$ cat config.mk
export PLATFORM = sky130hd
export DESIGN_NAME = mfb_merge
export DESIGN_NICKNAME = d
export VERILOG_FILES = /design/src/hw/rtl/mfb_pkg.sv /design/src/hw/rtl/mfb_merge.sv
export SDC_FILE = /design/constraint.sdc
export NUM_CORES = 1
export LEC_CHECK = 0
export BUFFER_PORTS_ARGS = -buffer_cell sky130_fd_sc_hd__buf_2
export CORE_MARGIN = 2
export CORE_UTILIZATION = 55
export DETAILED_ROUTE_END_ITERATION = 10
export MAX_ROUTING_LAYER = met4
export PLACE_DENSITY = 0.93
export REMOVE_ABC_BUFFERS = 1
export SYNTH_ARGS = -nofsm -noshare
export SYNTH_HDL_FRONTEND = slang
export SYNTH_SLANG_ARGS = --single-unit
$ cat constraint.sdc
create_clock -name vclk -period 9.9
set_input_delay 1.98 -clock vclk [all_inputs]
set_output_delay 1.98 -clock vclk [all_outputs]
set_load 0.005 [all_outputs]
$ cat src/hw/rtl/mfb_pkg.sv
// Package for the monochrome framebuffer blitter: operation codes, register
// indexes, lane count and the lane result type. No dependencies.
package mfb_pkg;

    localparam int LANES   = 8;   // one lane per bit of a bitmap byte
    localparam int COLB_W  = 5;   // column byte within a page row (up to 256 columns)
    localparam int PAGE_W  = 4;   // page number (up to 128 rows)
    localparam int CFG_AW  = 3;
    localparam int CFG_DW  = 9;

    typedef enum logic [1:0] {
        OP_CLEAR  = 2'd0,
        OP_PIXEL  = 2'd1,
        OP_BITMAP = 2'd2,
        OP_READ   = 2'd3
    } t_op;

    localparam logic [CFG_AW-1:0] REG_BLIT_X      = 3'd0;
    localparam logic [CFG_AW-1:0] REG_BLIT_Y      = 3'd1;
    localparam logic [CFG_AW-1:0] REG_BLIT_WIDTH  = 3'd2;
    localparam logic [CFG_AW-1:0] REG_BLIT_HEIGHT = 3'd3;
    localparam logic [CFG_AW-1:0] REG_BLIT_COLOR  = 3'd4;

    typedef struct packed {
        logic              hit;
        logic [COLB_W-1:0] col_byte;
    } t_lane_hit;

endpackage

$ cat src/hw/rtl/mfb_merge.sv
// Routes the eight lane results onto the eight column banks and forms each
// bank's byte address. Depends on mfb_pkg.
module mfb_merge #(
    parameter int COL_BYTES = 16,
    parameter int BANK_AW   = 7
) (
    input  mfb_pkg::t_lane_hit           i_lanes [mfb_pkg::LANES],
    input  logic [2:0]                   i_offset,  // column of lane 0 modulo eight
    input  logic [mfb_pkg::PAGE_W-1:0]   i_page,
    output logic [mfb_pkg::LANES-1:0]    o_en,
    output logic [BANK_AW-1:0]           o_addr [mfb_pkg::LANES]
);
    // Eight consecutive columns fall in eight different banks, so each bank
    // takes exactly one lane.
    always_comb begin
        for (int b = 0; b < mfb_pkg::LANES; b++) begin
            logic [2:0] l;
            l         = 3'(b) - i_offset;
            o_en[b]   = i_lanes[l].hit;
            o_addr[b] = BANK_AW'(int'(i_page) * COL_BYTES + int'(i_lanes[l].col_byte));
        end
    end
endmodule

==> qor.txt <==
status: completed
chip width: 74.0 um
final period utilization: 0.745
die height: 74.0 um
sequential cell area: 0 sq um
largest area contributor in the netlist: mux4_2
initial DRC count: 136
Post-Route WL: 6800 um
mean post-synth cell area: 13.8 sq um
seq_cells: 0
# diodes: 0
register area share after synthesis: 0
drt wl/cell: 18.8 um
Initial Util: 0.570
I/O Buffers: 118
worst slew pin tran: 1080 ps
count of different cell masters after synthesis: 13
total negative slack: 0 ps
largest net degree at the start of global routing: 51
core area: 4720 sq um
post-synth top area share: 0.401
Post-Syn Area: 2690 sq um
fin. max-slew vios: 0
CP cell instances: buf_2 -> buf_4 -> inv_1 -> ha_2 -> mux2_2 -> mux4_2 -> ha_1 -> ha_1 -> xor2_1 -> buf_2
cell family with most CP delay: adder cells
HP Class: in2out
Pleak: 1.42 nW
worst vdd ir: 0.0000286 V
post-DR vias/cell: 6.31
fmax: 0.136 GHz
postcts setup bufs: 0
Pre-antenna DRT Iters: 4
CP Capture Type: output pin
initial antenna violation count: 0
final hold vios: 0
P per Cell Area: 66.2 nW/um^2
first-pass GRT wire length: 10700 um
synth-to-layout area growth: 20.2%
I/O pins: 119
hold buffers post-CTS: 0
CP Buf/Inv Count: 4
vias in the first global route: 2188
die area: 5470 sq um
Syn Inst Count: 195
Post-DP Area: 3240 sq um
most frequent cells in the layout: buf_2 (118), mux2_2 (63), mux4_2 (48)
commonest non-fill, non-tap cell in the layout: buf_2
Post-CTS Resized: 0
crit-path max cell delay: 1080 ps
CP required: 7920 ps
Crit Path Category: in2out
min Tclk post-route: 7370 ps
row count: 25
final count of negative-setup-slack endpoints: 0
CLK BUF: 0
Final Cell Area: 3240 sq um
top cells by area, synth: mux4_2 (40%), mux2_2 (26%), ha_1 (8.4%)
RSZ-0062 raised after global routing: false
WP data arrival: 5390 ps
YS warnings: 0
vias post-DR: 2277
HPWL Detailed: 5410 um
CP max FO: 50
placer's final routability congestion estimate: 0.842
share of cells above drive strength 1: 0.844
Finished Layout Cells: 361
# DRC: 0
Post-DRT Antenna Nets: 0
Tot GR Track Use: 0.252
GRT overflow: 0
placed cells: 361
Startpoint Class: input port
slowest CP cell: ha_2
worst rel slew slack: 0.280
max-cap viol count: 0
Final #Nets: 369
report_power, final:
group | switching, mW | leakage [nW] | internal, mW | total, mW
clock network | 0 | 0 | 0 | 0
logic | 0.0910 | 1.42 | 0.123 | 0.214
registers | 0 | 0 | 0 | 0
total | 0.0910 | 1.42 | 0.123 | 0.214
worst paths after layout:
kind / from / to / slack [ps] / cells after the start
setup / recovery: i_offset[1] / o_addr[41] / 2530 / 10
hold / removal: i_page[2] / o_addr[48] / 4380 / 3
cell families (layout without fill, tap and decap cells):
kind of cell,Yosys count,in the layout,share of synthesized area
multiplexers,144,144,0.821
buffers and inverters,23,122,0.0576
adder cells (fa/ha/maj),18,18,0.0836
XOR/XNOR,10,10,0.0381
per-stage QoR:
step	setup WS, ps	total power, mW	utilization	hold slack, ps
2_1_floorplan	2940	0.130	-	4010
3_5_place_dp	2530	0.213	0.686	4380
5_1_grt	2320	0.233	0.686	4400
3_3_place_gp	2660	0.204	0.686	4370
4_1_cts	2520	0.214	0.686	4380
6_report	2530	0.214	0.686	4380
cell usage after synthesis:
| master | number |
|---|---|
| mux2_2 | 63 |
| ha_1 | 18 |
| buf_6 | 5 |
| clkbuf_1 | 1 |
| mux2_4 | 13 |
| buf_4 | 5 |
| mux4_2 | 48 |
| xor2_1 | 8 |
| mux2_1 | 20 |
| xnor2_2 | 2 |
| buf_2 | 10 |
| inv_2 | 1 |
| inv_1 | 1 |
cell type report:
type,instances,area (sq um)
Fill cell,343,1490
Timing Repair Buffer,120,606
Tap cell,67,83.8
Inverter,2,7.51
Multi-Input combinational cell,172,2540
routing by layer:
| layer | part of all wire | GRT usage |
|---|---|---|
| met1 | 0.41 | 0.330 |
| met2 | 0.53 | 0.450 |
| met3 | 0.053 | 0.0136 |
| met4 | 0.0081 | 0.0283 |
| met5 | 0 | - |
No activity file was read; power rests on OpenSTA's default activity.
