--- src/hw/rtl/mfb_pkg.sv ---
// Package for the monochrome framebuffer blitter: operation codes, register
// indexes, lane count and the lane result type. No dependencies.
package mfb_pkg;

    localparam int LANES   = 8;   // one lane per bit of a bitmap byte
    localparam int COLB_W  = 5;   // column byte within a page row (up to 256 columns)
    localparam int PAGE_W  = 4;   // page number (up to 128 rows)
    localparam int CFG_AW  = 3;
    localparam int CFG_DW  = 9;

    typedef enum logic [1:0] {
        OP_CLEAR  = 2'd0,
        OP_PIXEL  = 2'd1,
        OP_BITMAP = 2'd2,
        OP_READ   = 2'd3
    } t_op;

    localparam logic [CFG_AW-1:0] REG_BLIT_X      = 3'd0;
    localparam logic [CFG_AW-1:0] REG_BLIT_Y      = 3'd1;
    localparam logic [CFG_AW-1:0] REG_BLIT_WIDTH  = 3'd2;
    localparam logic [CFG_AW-1:0] REG_BLIT_HEIGHT = 3'd3;
    localparam logic [CFG_AW-1:0] REG_BLIT_COLOR  = 3'd4;

    typedef struct packed {
        logic              hit;
        logic [COLB_W-1:0] col_byte;
    } t_lane_hit;

endpackage

--- src/hw/rtl/mfb_lane.sv ---
// One bitmap lane: decides whether one bitmap bit lands on the screen and
// in which column byte. Depends on mfb_pkg.
module mfb_lane #(
    parameter int SCREEN_WIDTH = 128,
    parameter int LANE         = 0
) (
    input  logic signed [10:0]          i_x_base,   // blit_x plus first pixel of this byte
    input  logic [mfb_pkg::COLB_W-1:0]  i_col_byte, // byte index within the bitmap row
    input  logic [7:0]                  i_width,
    input  logic                        i_bit,
    input  logic                        i_row_ok,
    output mfb_pkg::t_lane_hit          o_hit
);
    logic [7:0]         w_idx;
    logic signed [10:0] w_x;

    assign w_idx = {i_col_byte, 3'(LANE)};
    assign w_x   = i_x_base + 11'(LANE);

    assign o_hit.hit = i_bit && i_row_ok && (w_idx < i_width) && !w_x[10]
                       && (w_x < 11'(SCREEN_WIDTH));
    assign o_hit.col_byte = w_x[7:3];
endmodule

--- config.mk ---
export PLATFORM = sky130hd
export DESIGN_NAME = mfb_lane
export DESIGN_NICKNAME = d
export VERILOG_FILES = /design/src/hw/rtl/mfb_pkg.sv /design/src/hw/rtl/mfb_lane.sv
export SDC_FILE = /design/constraint.sdc
export NUM_CORES = 1
export LEC_CHECK = 0
export BUFFER_PORTS_ARGS = -buffer_cell sky130_fd_sc_hd__buf_4
export CAP_MARGIN = 40
export CELL_PAD_IN_SITES_DETAIL_PLACEMENT = 0
export CELL_PAD_IN_SITES_GLOBAL_PLACEMENT = 1
export CORE_AREA = 2 2 39 41
export DETAILED_ROUTE_END_ITERATION = 6
export DIE_AREA = 0 0 41 43
export PLACE_DENSITY_LB_ADDON = 0.1
export SYNTH_ARGS = -nofsm -noshare
export SYNTH_HDL_FRONTEND = slang
export SYNTH_SLANG_ARGS = --single-unit
--- constraint.sdc ---
create_clock -name vclk -period 2.4
set_input_delay 0.72 -clock vclk [all_inputs]
set_output_delay 0.72 -clock vclk [all_outputs]
set_load 0.01 [all_outputs]
==> flow_metrics.tcl <==
set metrics [dict create \
    hold_ws_ns 1.44 \
    dp_slack_ns -0.211 \
    outcome "finished, violations left" \
    crit_path_max_fanout 1 \
    crit_required_ns 1.68 \
    vias 208 \
    die_w_um 41 \
    fin_cells 55 \
    setup_viol_count_final 1 \
    io_pins 32 \
    track_usage_pct 5.99 \
    final_core_util_pct 26.1 \
    p_leak_nw 0.190 \
    end_kind "output port" \
    syn_area_per_cell_um2 7.67 \
    power_density_nw_per_um2 132 \
    hold_buffers 0 \
    drt_wl_total_um 547 \
    period_minus_slack_ns 2.58 \
    worst_pin_slew_ns 0.203 \
    grt_antenna_before_repair 0 \
    worstSetupStartpointType "input pin" \
    fin_crit_sh_pct 107 \
    synth_area_leaders "ha_1 (35%), buf_4 (21%), inv_1 (11%)" \
    final_layout_size_suffix_gt1_share_pct 69.2 \
    hp-class "input pin to output port" \
    final.clkbuf_count 0 \
    netlist.top_cell.by_area "ha_1" \
    postLayoutCellArea_um2 362 \
    place.port_buffers 21 \
    start_util_pct 12.7 \
    drc 0 \
    maxSlewViolCount 0 \
    syn_to_final_growth_pct 105 \
    dieHeight_um 43 \
    rsz0062_at_grt "true" \
    finalPower_uw 47.8 \
    regArea_um2 0 \
    arrival_ns 1.86 \
    nets 72 \
    core_um2 1380 \
    postCtsSetupBuffers 0 \
    cap_violations 0 \
    hold_path_depth 0 \
    synth_top_area_share_pct 35.5 \
    worstHoldStart "i_x_base[3]" \
    post_drt_wl_per_cell_um 9.95 \
    netlist_area_um2 176 \
    slew_headroom_pct 86.5 \
    synth_fp_nets 54 \
    grt_pass1_wl_um 786 \
    dieArea_um2 1760 \
    grt_pass1_vias 188 \
    yosysSeqAreaShare_pct 0 \
    diodes 0 \
    yosysUniqueCellTypes 11 \
    path_class "input pin to output port" \
    firstDrtPassIters 1 \
    grt_max_degree 3 \
    n_sequential_cell 0 \
    hold_end "o_hit[0]" \
    placed_area_um2 317 \
    place_congestion 0.614 \
    violations "negative setup slack" \
    synth_common_cells "buf_4 (5), ha_1 (5), inv_1 (5)" \
    ir_drop_mv 0.0331 \
    grt_overflow_total 0 \
    drt-initial-drc-count 0 \
    fin_ws_ns -0.175 \
    max_freq_mhz 388 \
    synth_cells 23 \
    drtAntennaViolNets 0 \
    placementRows 14 \
    hold_viol 0 \
    avgViaCountPerCell 3.78 \
    place_inst 55 \
    fin_setup_tns_ns -0.175 \
    yosysWarnings 0 \
]
==> layout by cell type, fill, tap and decap left out <==
master / netlist / final
nor2_1: 1 / 1
a21o_1: 1 / 1
nor4_2: 0 / 1
a21oi_2: 0 / 1
buf_8: 0 / 1
nand4b_1: 1 / 1
buf_4: 5 / 19
buf_6: 0 / 1
ha_1: 5 / 4
inv_1: 5 / 4
or4b_4: 0 / 1
a211oi_2: 0 / 1
inv_4: 0 / 1
ha_4: 0 / 1
o2111ai_1: 1 / 1
==> critical path: stages <==
cell and delay [ns]:
buf_8 0.10, ha_4 0.24, or4b_4 0.45, a21oi_2 0.16, a211oi_2 0.04, buf_4 0.14
==> worst max path at each step <==
stage          slack (ns)        to     startpoint  depth (start not counted)
2_1_floorplan        0.05  o_hit[5]     i_width[7]                          5
3_3_place_gp        -0.22  o_hit[5]  i_col_byte[0]                          6
3_5_place_dp        -0.21  o_hit[5]  i_col_byte[0]                          6
4_1_cts             -0.17  o_hit[5]  i_col_byte[0]                          6
5_1_grt             -0.22  o_hit[5]  i_col_byte[0]                          6
6_report            -0.18  o_hit[5]  i_col_byte[0]                          6
==> report_power, final <==
group / internal (mW) / switching [mW]
clock network: 0 / 0
logic: 0.0321 / 0.0157
registers: 0 / 0
total: 0.0321 / 0.0157
==> what timing repair did <==
| action | 4_1_cts | 5_1_grt |
|---|---|---|
| gates resized for setup | 5 | 5 |
| pin swaps | 3 | 2 |
| setup endpoints to repair | 1 | 1 |
| endpoints found under the hold margin | 0 | 0 |
==> area by class of cell <==
type,count,area [µm²]
Fill cell,153,1020
Inverter,5,21.3
Multi-Input combinational cell,13,151
Tap cell,16,20.0
Timing Repair Buffer,21,169
==> per-layer routing <==
layer | track usage (%) | part of all wire, % | up-vias
met5 | 0 | 0 | -
met4 | 0 | 0 | 0
met3 | 1.05 | 14 | 0
met2 | 11.3 | 57 | 13
met1 | 6.96 | 29 | 86
li1 | - | - | 109
==> cell families (layout without fill, tap and decap cells) <==
kind of cell,Yosys count,after routing,synth area share (%)
AOI/OAI and AO/OA,4,4,16.3
buffers and inverters,10,26,31.9
adders and majority gates,5,5,35.5
and+or+nand+nor,4,4,16.3
No activity file was read; power rests on OpenSTA's default activity.
