===== src/hw/rtl/mfb_ram.sv =====
// Generic simple dual-port RAM with registered read.
// No dependencies.
module mfb_ram #(
    parameter int WIDTH = 8,
    parameter int DEPTH = 128
) (
    input  logic                                 i_clk,
    input  logic                                 i_we,
    input  logic [(DEPTH > 1 ? $clog2(DEPTH) : 1)-1:0] i_waddr,
    input  logic [WIDTH-1:0]                     i_wdata,
    input  logic [(DEPTH > 1 ? $clog2(DEPTH) : 1)-1:0] i_raddr,
    output logic [WIDTH-1:0]                     o_rdata
);
    logic [WIDTH-1:0] r_mem [DEPTH];

    always_ff @(posedge i_clk) begin
        if (i_we) begin
            r_mem[i_waddr] <= i_wdata;
        end
        o_rdata <= r_mem[i_raddr];
    end
endmodule


===== config.mk =====
export PLATFORM = sky130hd
export DESIGN_NAME = mfb_ram
export DESIGN_NICKNAME = d
export VERILOG_FILES = /design/src/hw/rtl/mfb_ram.sv
export SDC_FILE = /design/constraint.sdc
export NUM_CORES = 1
export LEC_CHECK = 0
export ABC_CLOCK_PERIOD_IN_PS = 4800
export BUFFER_PORTS_ARGS = -buffer_cell sky130_fd_sc_hd__buf_2
export CORE_UTILIZATION = 48
export CTS_BUF_LIST = sky130_fd_sc_hd__clkbuf_8
export DETAILED_ROUTE_END_ITERATION = 16
export GPL_TIMING_DRIVEN = 0
export HOLD_SLACK_MARGIN = 0.12
export SKIP_LAST_GASP = 1
export SLEW_MARGIN = 20
export SYNTH_ARGS = -nofsm -noshare
export SYNTH_HDL_FRONTEND = slang
export SYNTH_SLANG_ARGS = --single-unit
export TNS_END_PERCENT = 30

===== constraint.sdc =====
create_clock -name i_clk -period 4.8 [get_ports i_clk]
set_clock_uncertainty 0.2 [all_clocks]
set_input_delay 0.24 -clock i_clk [delete_from_list [all_inputs] [get_ports i_clk]]
set_output_delay 0.24 -clock i_clk [all_outputs]
set_load 0.02 [all_outputs]

==> impl_metrics.toml, run 1 <==
[cts]
clock_path_buffers = 3
cts_tree = "done"
clk_pin_slew_ns = 0.06
cts_buffers = 164
post_cts_buffers = 0
clkSinkCount = 1032
clk_latency_ns = 0.81
htreeDepth = 4
cts_resized = 0
holdBufCountCts = 25
root_buffer = "clkbuf_8"

[synth]
syn_inst = 1635
synth_cell_types = 17
yosysSeqAreaShare_pct = 77.9
synth_area_per_cell_um2 = 24.3
yosysWarnings = 0
syn-num-nets = 1659
synthesis.area_um2 = 39700
synth_seq_cells = 1032

[timing]
fin_crit_sh_pct = 76.1
finalHoldViolations = 0
rsz0062_at_grt = "no"
clock.fmax_mhz = 274
relSlewSlack_pct = 27.5
fin_setup_tns_ns = 0
setup_slack_ns = 1.15
finalSetupViolCount = 0
final_max_slew_viol_count = 0
period_needed_ns = 3.65
tightestPinTransition_ns = 1.08

[critical_path]
critPathRequiredTime_ns = 5.29
crit_chain = "buf_1, buf_1, mux4_2, mux4_2, mux4_2, mux2_2, dlygate4sd3_1"
crit_family = "buffers and inverters"
crit_top_cell = "mux4_2"
slowest_delay_ns = 0.76
worstPathMaxFanout = 10
crit_arrival_ns = 4.15
path_buf_inv = 3
crit_path_end_kind = "flip-flop"
start_kind = "input pin"
crit_slowest_cell = "buf_1"
worst-setup-path-type = "input pin to flip-flop"

[die]
dieArea_um2 = 83800
rows = 105
core_um2 = 82000
pin_count = 32
initial_core_util_pct = 48.4
die_w_um = 289
fp.dieH_um = 289

[detailed_routing]
dr.pass1.iters = 5
highest_layer = "met5"
drtIter0Drc = 1996
drt-wirelength-per-cell_um = 31.6
wl_met1_um = 40300
route.met3.wl_um = 7700
post_drt_via_cell_ratio = 6.09
route.met2.wl_um = 46300
drc = 0
ant_nets = 0
num_vias = 18601
wirelength_um = 96500

[finish]
instances_no_fill = 3053
final_util_pct = 54.5
drive_gt1_share_pct = 30.9
layout_commonest_cell = "edfxtp_1"
layout.nets = 1881
areaGrowthSynthToFinish_pct = 12.7
layout_common_cells = "1024 x edfxtp_1, 336 x mux4_2, 168 x clkbuf_8, 122 x nor2_1, 60 x inv_1"

[grt]
grt_pass1_wl_um = 136000
grt_max_degree = 93
grt_pass1_vias = 18832
antenna_found_initial = 8
grt-ovfl-total = 0
grt_use_total_pct = 23.8

[place]
dp_slack_ns = 0.865
port_buffers = 20
dp_hpwl_um = 61900
placed_cells = 2736
gp_congestion = 0.872

[power_and_ir_drop]
powerDensity_nw_per_um2 = 400
ir_drop_mv = 0.290
p_leak_nw = 13.8

[run]
max-cap-violations = 0

[run_status]
status = "finished clean"

[worst_hold_path]
hold_class = "input pin to flip-flop"
## power breakdown
group	internal, mW	total (mW)	switching [mW]
Sequential	9.95	9.96	0.0108
Clock	3.47	6.88	3.40
Combinational	0.400	1.02	0.621
Total	13.8	17.9	4.04
## worst reg2reg max path: cells and delay by family, from the launching register on
kind	cells	cell delay [ns]
mux	4	1.98
buf+inv	1	0.54
flops	1	0.36
## cells in the mapped netlist (all sizes together)
library cell,count,area (um^2)
or3,1,6.26
mux2,8,90.1
nor2b,7,43.8
nand4,3,18.8
dfxtp,8,160
buf,45,236
nor3,9,45.0
nor2,122,458
nand3,12,60.1
mux4,336,7570
nand2b,2,12.5
clkbuf,44,165
edfxtp,1024,30700
nand2,14,52.6
## metrics by stage
step           hold slack (ns)  instance area (um^2)  power, mW
2_1_floorplan            0.139                 39700       10.7
3_3_place_gp             0.463                 41100       11.1
3_5_place_dp             0.441                 41500       11.2
4_1_cts                  0.128                 44700       18.0
5_1_grt                  0.171                 44700       18.4
6_report                 0.203                 44700       17.9
## layout make-up
class	count	area [um^2]
sequential	1032	30900
timing repair buffer	56	651
buffer	89	415
clock buffer	168	2310
fill	6240	37300
tap	1070	1340
multi-input combinational	514	8400
antenna	1	2.50
clock inverter	123	663
## layer usage
metal / global-route usage, % / vias to the layer above
met2: 36.7 / 803
met5: 0 / -
met3: 6.03 / 147
li1: - / 7502
met1: 33.9 / 10147
met4: 6.79 / 2
## registers in the layout, summed over array words and instances, names as in the netlist
register,count
r_mem,1024
o_rdata,8
## final timing paths
path,from,endpoint,slack [ns],cells past startpoint
setup / recovery,i_raddr[2],o_rdata[7]$_DFF_P_,1.15,7
hold / removal,i_wdata[0],r_mem[25][0]$_DFFE_PP_,0.20,2
setup reg to reg,r_mem[63][7]$_DFFE_PP_,o_rdata[7]$_DFF_P_,1.63,5
hold reg to reg,r_mem[68][0]$_DFFE_PP_,o_rdata[0]$_DFF_P_,0.93,4
## cell families (layout without fill, tap and decap cells)
family	count (synthesis)	in the layout	synth area share [%]
buffers and inverters	89	436	1.01
DFF	1032	1032	77.9
and+or+nand+nor	170	170	1.76
muxes	344	344	19.3
other	0	1	0
No activity file was read; power rests on OpenSTA's default activity.
==> run 2: changes to the inputs <==
--- a/config.mk
+++ b/config.mk
@@ -5,7 +5,7 @@
 export SDC_FILE = /design/constraint.sdc
 export NUM_CORES = 1
 export LEC_CHECK = 0
-export ABC_CLOCK_PERIOD_IN_PS = 4800
+export ABC_CLOCK_PERIOD_IN_PS = 3600
 export BUFFER_PORTS_ARGS = -buffer_cell sky130_fd_sc_hd__buf_2
 export CORE_UTILIZATION = 48
 export CTS_BUF_LIST = sky130_fd_sc_hd__clkbuf_8
==> constraint.sdc (replaced) <==
create_clock -name i_clk -period 3.6 [get_ports i_clk]
set_clock_uncertainty 0.2 [all_clocks]
set_input_delay 0.18 -clock i_clk [delete_from_list [all_inputs] [get_ports i_clk]]
set_output_delay 0.18 -clock i_clk [all_outputs]
set_load 0.02 [all_outputs]
==> run 2 against run 1 <==
  * Register-to-register slack got worse by 1.2 ns
  * Non-clock buffer count up 8
  * Sequential power increased by 34%
  * Core utilization rose by 0.12 points
  * Routed wire length is 0.35% higher
  * Critical path type unchanged
  * Critical endpoint unchanged
==> impl_metrics.toml, run 2 (same netlist as run 1, synthesis figures left out) <==
[run_status]
status = "finished clean"

[timing]
final_max_slew_viol_count = 0
finalSetupViolCount = 0
fin_setup_tns_ns = 0
fin_crit_sh_pct = 98.8
tightestPinTransition_ns = 1.11
rsz0062_at_grt = "no"
clock.fmax_mhz = 281
worst_hold_slack_ns = 0.171
relSlewSlack_pct = 25.4
finalHoldViolations = 0
period_needed_ns = 3.56

[run]
max-cap-violations = 0

[worst_hold_path]
hold_class = "input pin to flip-flop"

[critical_path]
start_kind = "input pin"
worstPathMaxFanout = 10
critPathRequiredTime_ns = 4.10
crit_path_end_kind = "flip-flop"
crit_arrival_ns = 4.06
worst-setup-path-type = "input pin to flip-flop"

[cts]
clkSinkCount = 1032
root_buffer = "clkbuf_8"
clk_latency_ns = 0.81
htreeDepth = 4
clock_path_buffers = 3
post_cts_buffers = 0
cts_tree = "done"
clk_pin_slew_ns = 0.07
cts_buffers = 164

[detailed_routing]
drc = 0
dr.pass1.iters = 8
drtIter0Drc = 2062
post_drt_via_cell_ratio = 6.06
wirelength_um = 96800
num_vias = 18570
drt-wirelength-per-cell_um = 31.6
ant_nets = 0

[finish]
largest_reg_flops = 1024
layout_common_cells = "1024 x edfxtp_1, 336 x mux4_2, 168 x clkbuf_8, 122 x nor2_1, 60 x inv_1"
drive_gt1_share_pct = 30.8
reg_top3 = "r_mem x1024, o_rdata x8"
layout.nets = 1889
areaGrowthSynthToFinish_pct = 12.9
regMostFlops = "r_mem"
layout_commonest_cell = "edfxtp_1"

[grt]
grt-ovfl-total = 0
grt_max_degree = 93
antenna_found_initial = 8
grt_use_total_pct = 23.9
grt_pass1_wl_um = 137000
grt_pass1_vias = 18917

[power_and_ir_drop]
power.switching_mw = 5.38
p_sw_share_pct = 22.6
power_frac_comb_pct = 5.8
pwr-share-seq_pct = 55.8
p_int_mw = 18.4
ir_drop_mv = 0.378
powerDensity_nw_per_um2 = 532
pwr-share-clk_pct = 38.5
p_leak_nw = 13.9

[place]
gp_congestion = 0.872
port_buffers = 20
dp_hpwl_um = 61900

[die]
initial_core_util_pct = 48.4
rows = 105
pin_count = 32
fp.dieH_um = 289
core_um2 = 82000
die_w_um = 289
dieArea_um2 = 83800
[run 2: per-layer routing]
layer | vias to the layer above | global-route usage (%) | share of wire (%) | routed length (um)
met5 | - | 0 | 0.013 | 13
met1 | 10110 | 34.0 | 41 | 39300
met3 | 153 | 6.17 | 8.9 | 8590
met4 | 2 | 6.83 | 2.4 | 2330
met2 | 776 | 37.0 | 48 | 46600
li1 | 7529 | - | - | -
[run 2: power by group through the flow]
stage	combinational [mW]	clock (mW)	sequential, mW
2_1_floorplan	0.671	0	13.6
3_5_place_dp	1.35	0	13.5
6_report	1.37	9.17	13.3
4_1_cts	1.38	9.32	13.3
5_1_grt	1.43	9.82	13.3
3_3_place_gp	1.29	0	13.6
[run 2: layout make-up]
class | instances | area, um^2
fill | 6231 | 37200
sequential | 1032 | 30900
multi-input combinational | 514 | 8400
clock buffer | 168 | 2310
tap | 1070 | 1340
timing repair buffer | 64 | 741
clock inverter | 123 | 663
buffer | 89 | 422
antenna | 3 | 7.51
[run 2: worst paths after layout]
path                               start                endpoint  slack [ns]  cells past startpoint
setup / recovery              i_raddr[2]      o_rdata[7]$_DFF_P_        0.04                      7
hold / removal                i_wdata[5]  r_mem[21][5]$_DFFE_PP_        0.17                      2
setup reg to reg  r_mem[63][7]$_DFFE_PP_      o_rdata[7]$_DFF_P_        0.43                      5
hold reg to reg   r_mem[68][0]$_DFFE_PP_      o_rdata[0]$_DFF_P_        0.93                      4
[run 2: worst max-delay path, stage by stage]
cell and delay, ns:
clkdlybuf4s15_1 0.71, buf_1 0.75, mux4_2 0.42, mux4_2 0.55
mux4_2 0.59, mux2_2 0.29, dlygate4sd3_1 0.54
[run 2: metrics by stage]
| step | utilization, % | worst slack (ns) | cell area [um^2] | instances | total power [mW] |
|---|---|---|---|---|---|
| floorplan | - | 0.716 | 39700 | 1635 | 14.2 |
| global placement | 50.1 | -0.510 | 41100 | 2725 | 14.8 |
| detailed placement | 50.6 | -0.275 | 41500 | 2736 | 14.9 |
| CTS | 54.6 | 0.0968 | 44800 | 3060 | 24.0 |
| global route | 54.6 | 0.0326 | 44800 | 3061 | 24.5 |
| finish | 54.6 | 0.0426 | 44800 | 3063 | 23.8 |
[run 2: repair_timing]
action,in CTS,in global routing
hold endpoints to repair,1435,0
gates resized for setup,0,1
endpoints found under the setup margin,0,1
hold buffers,33,0
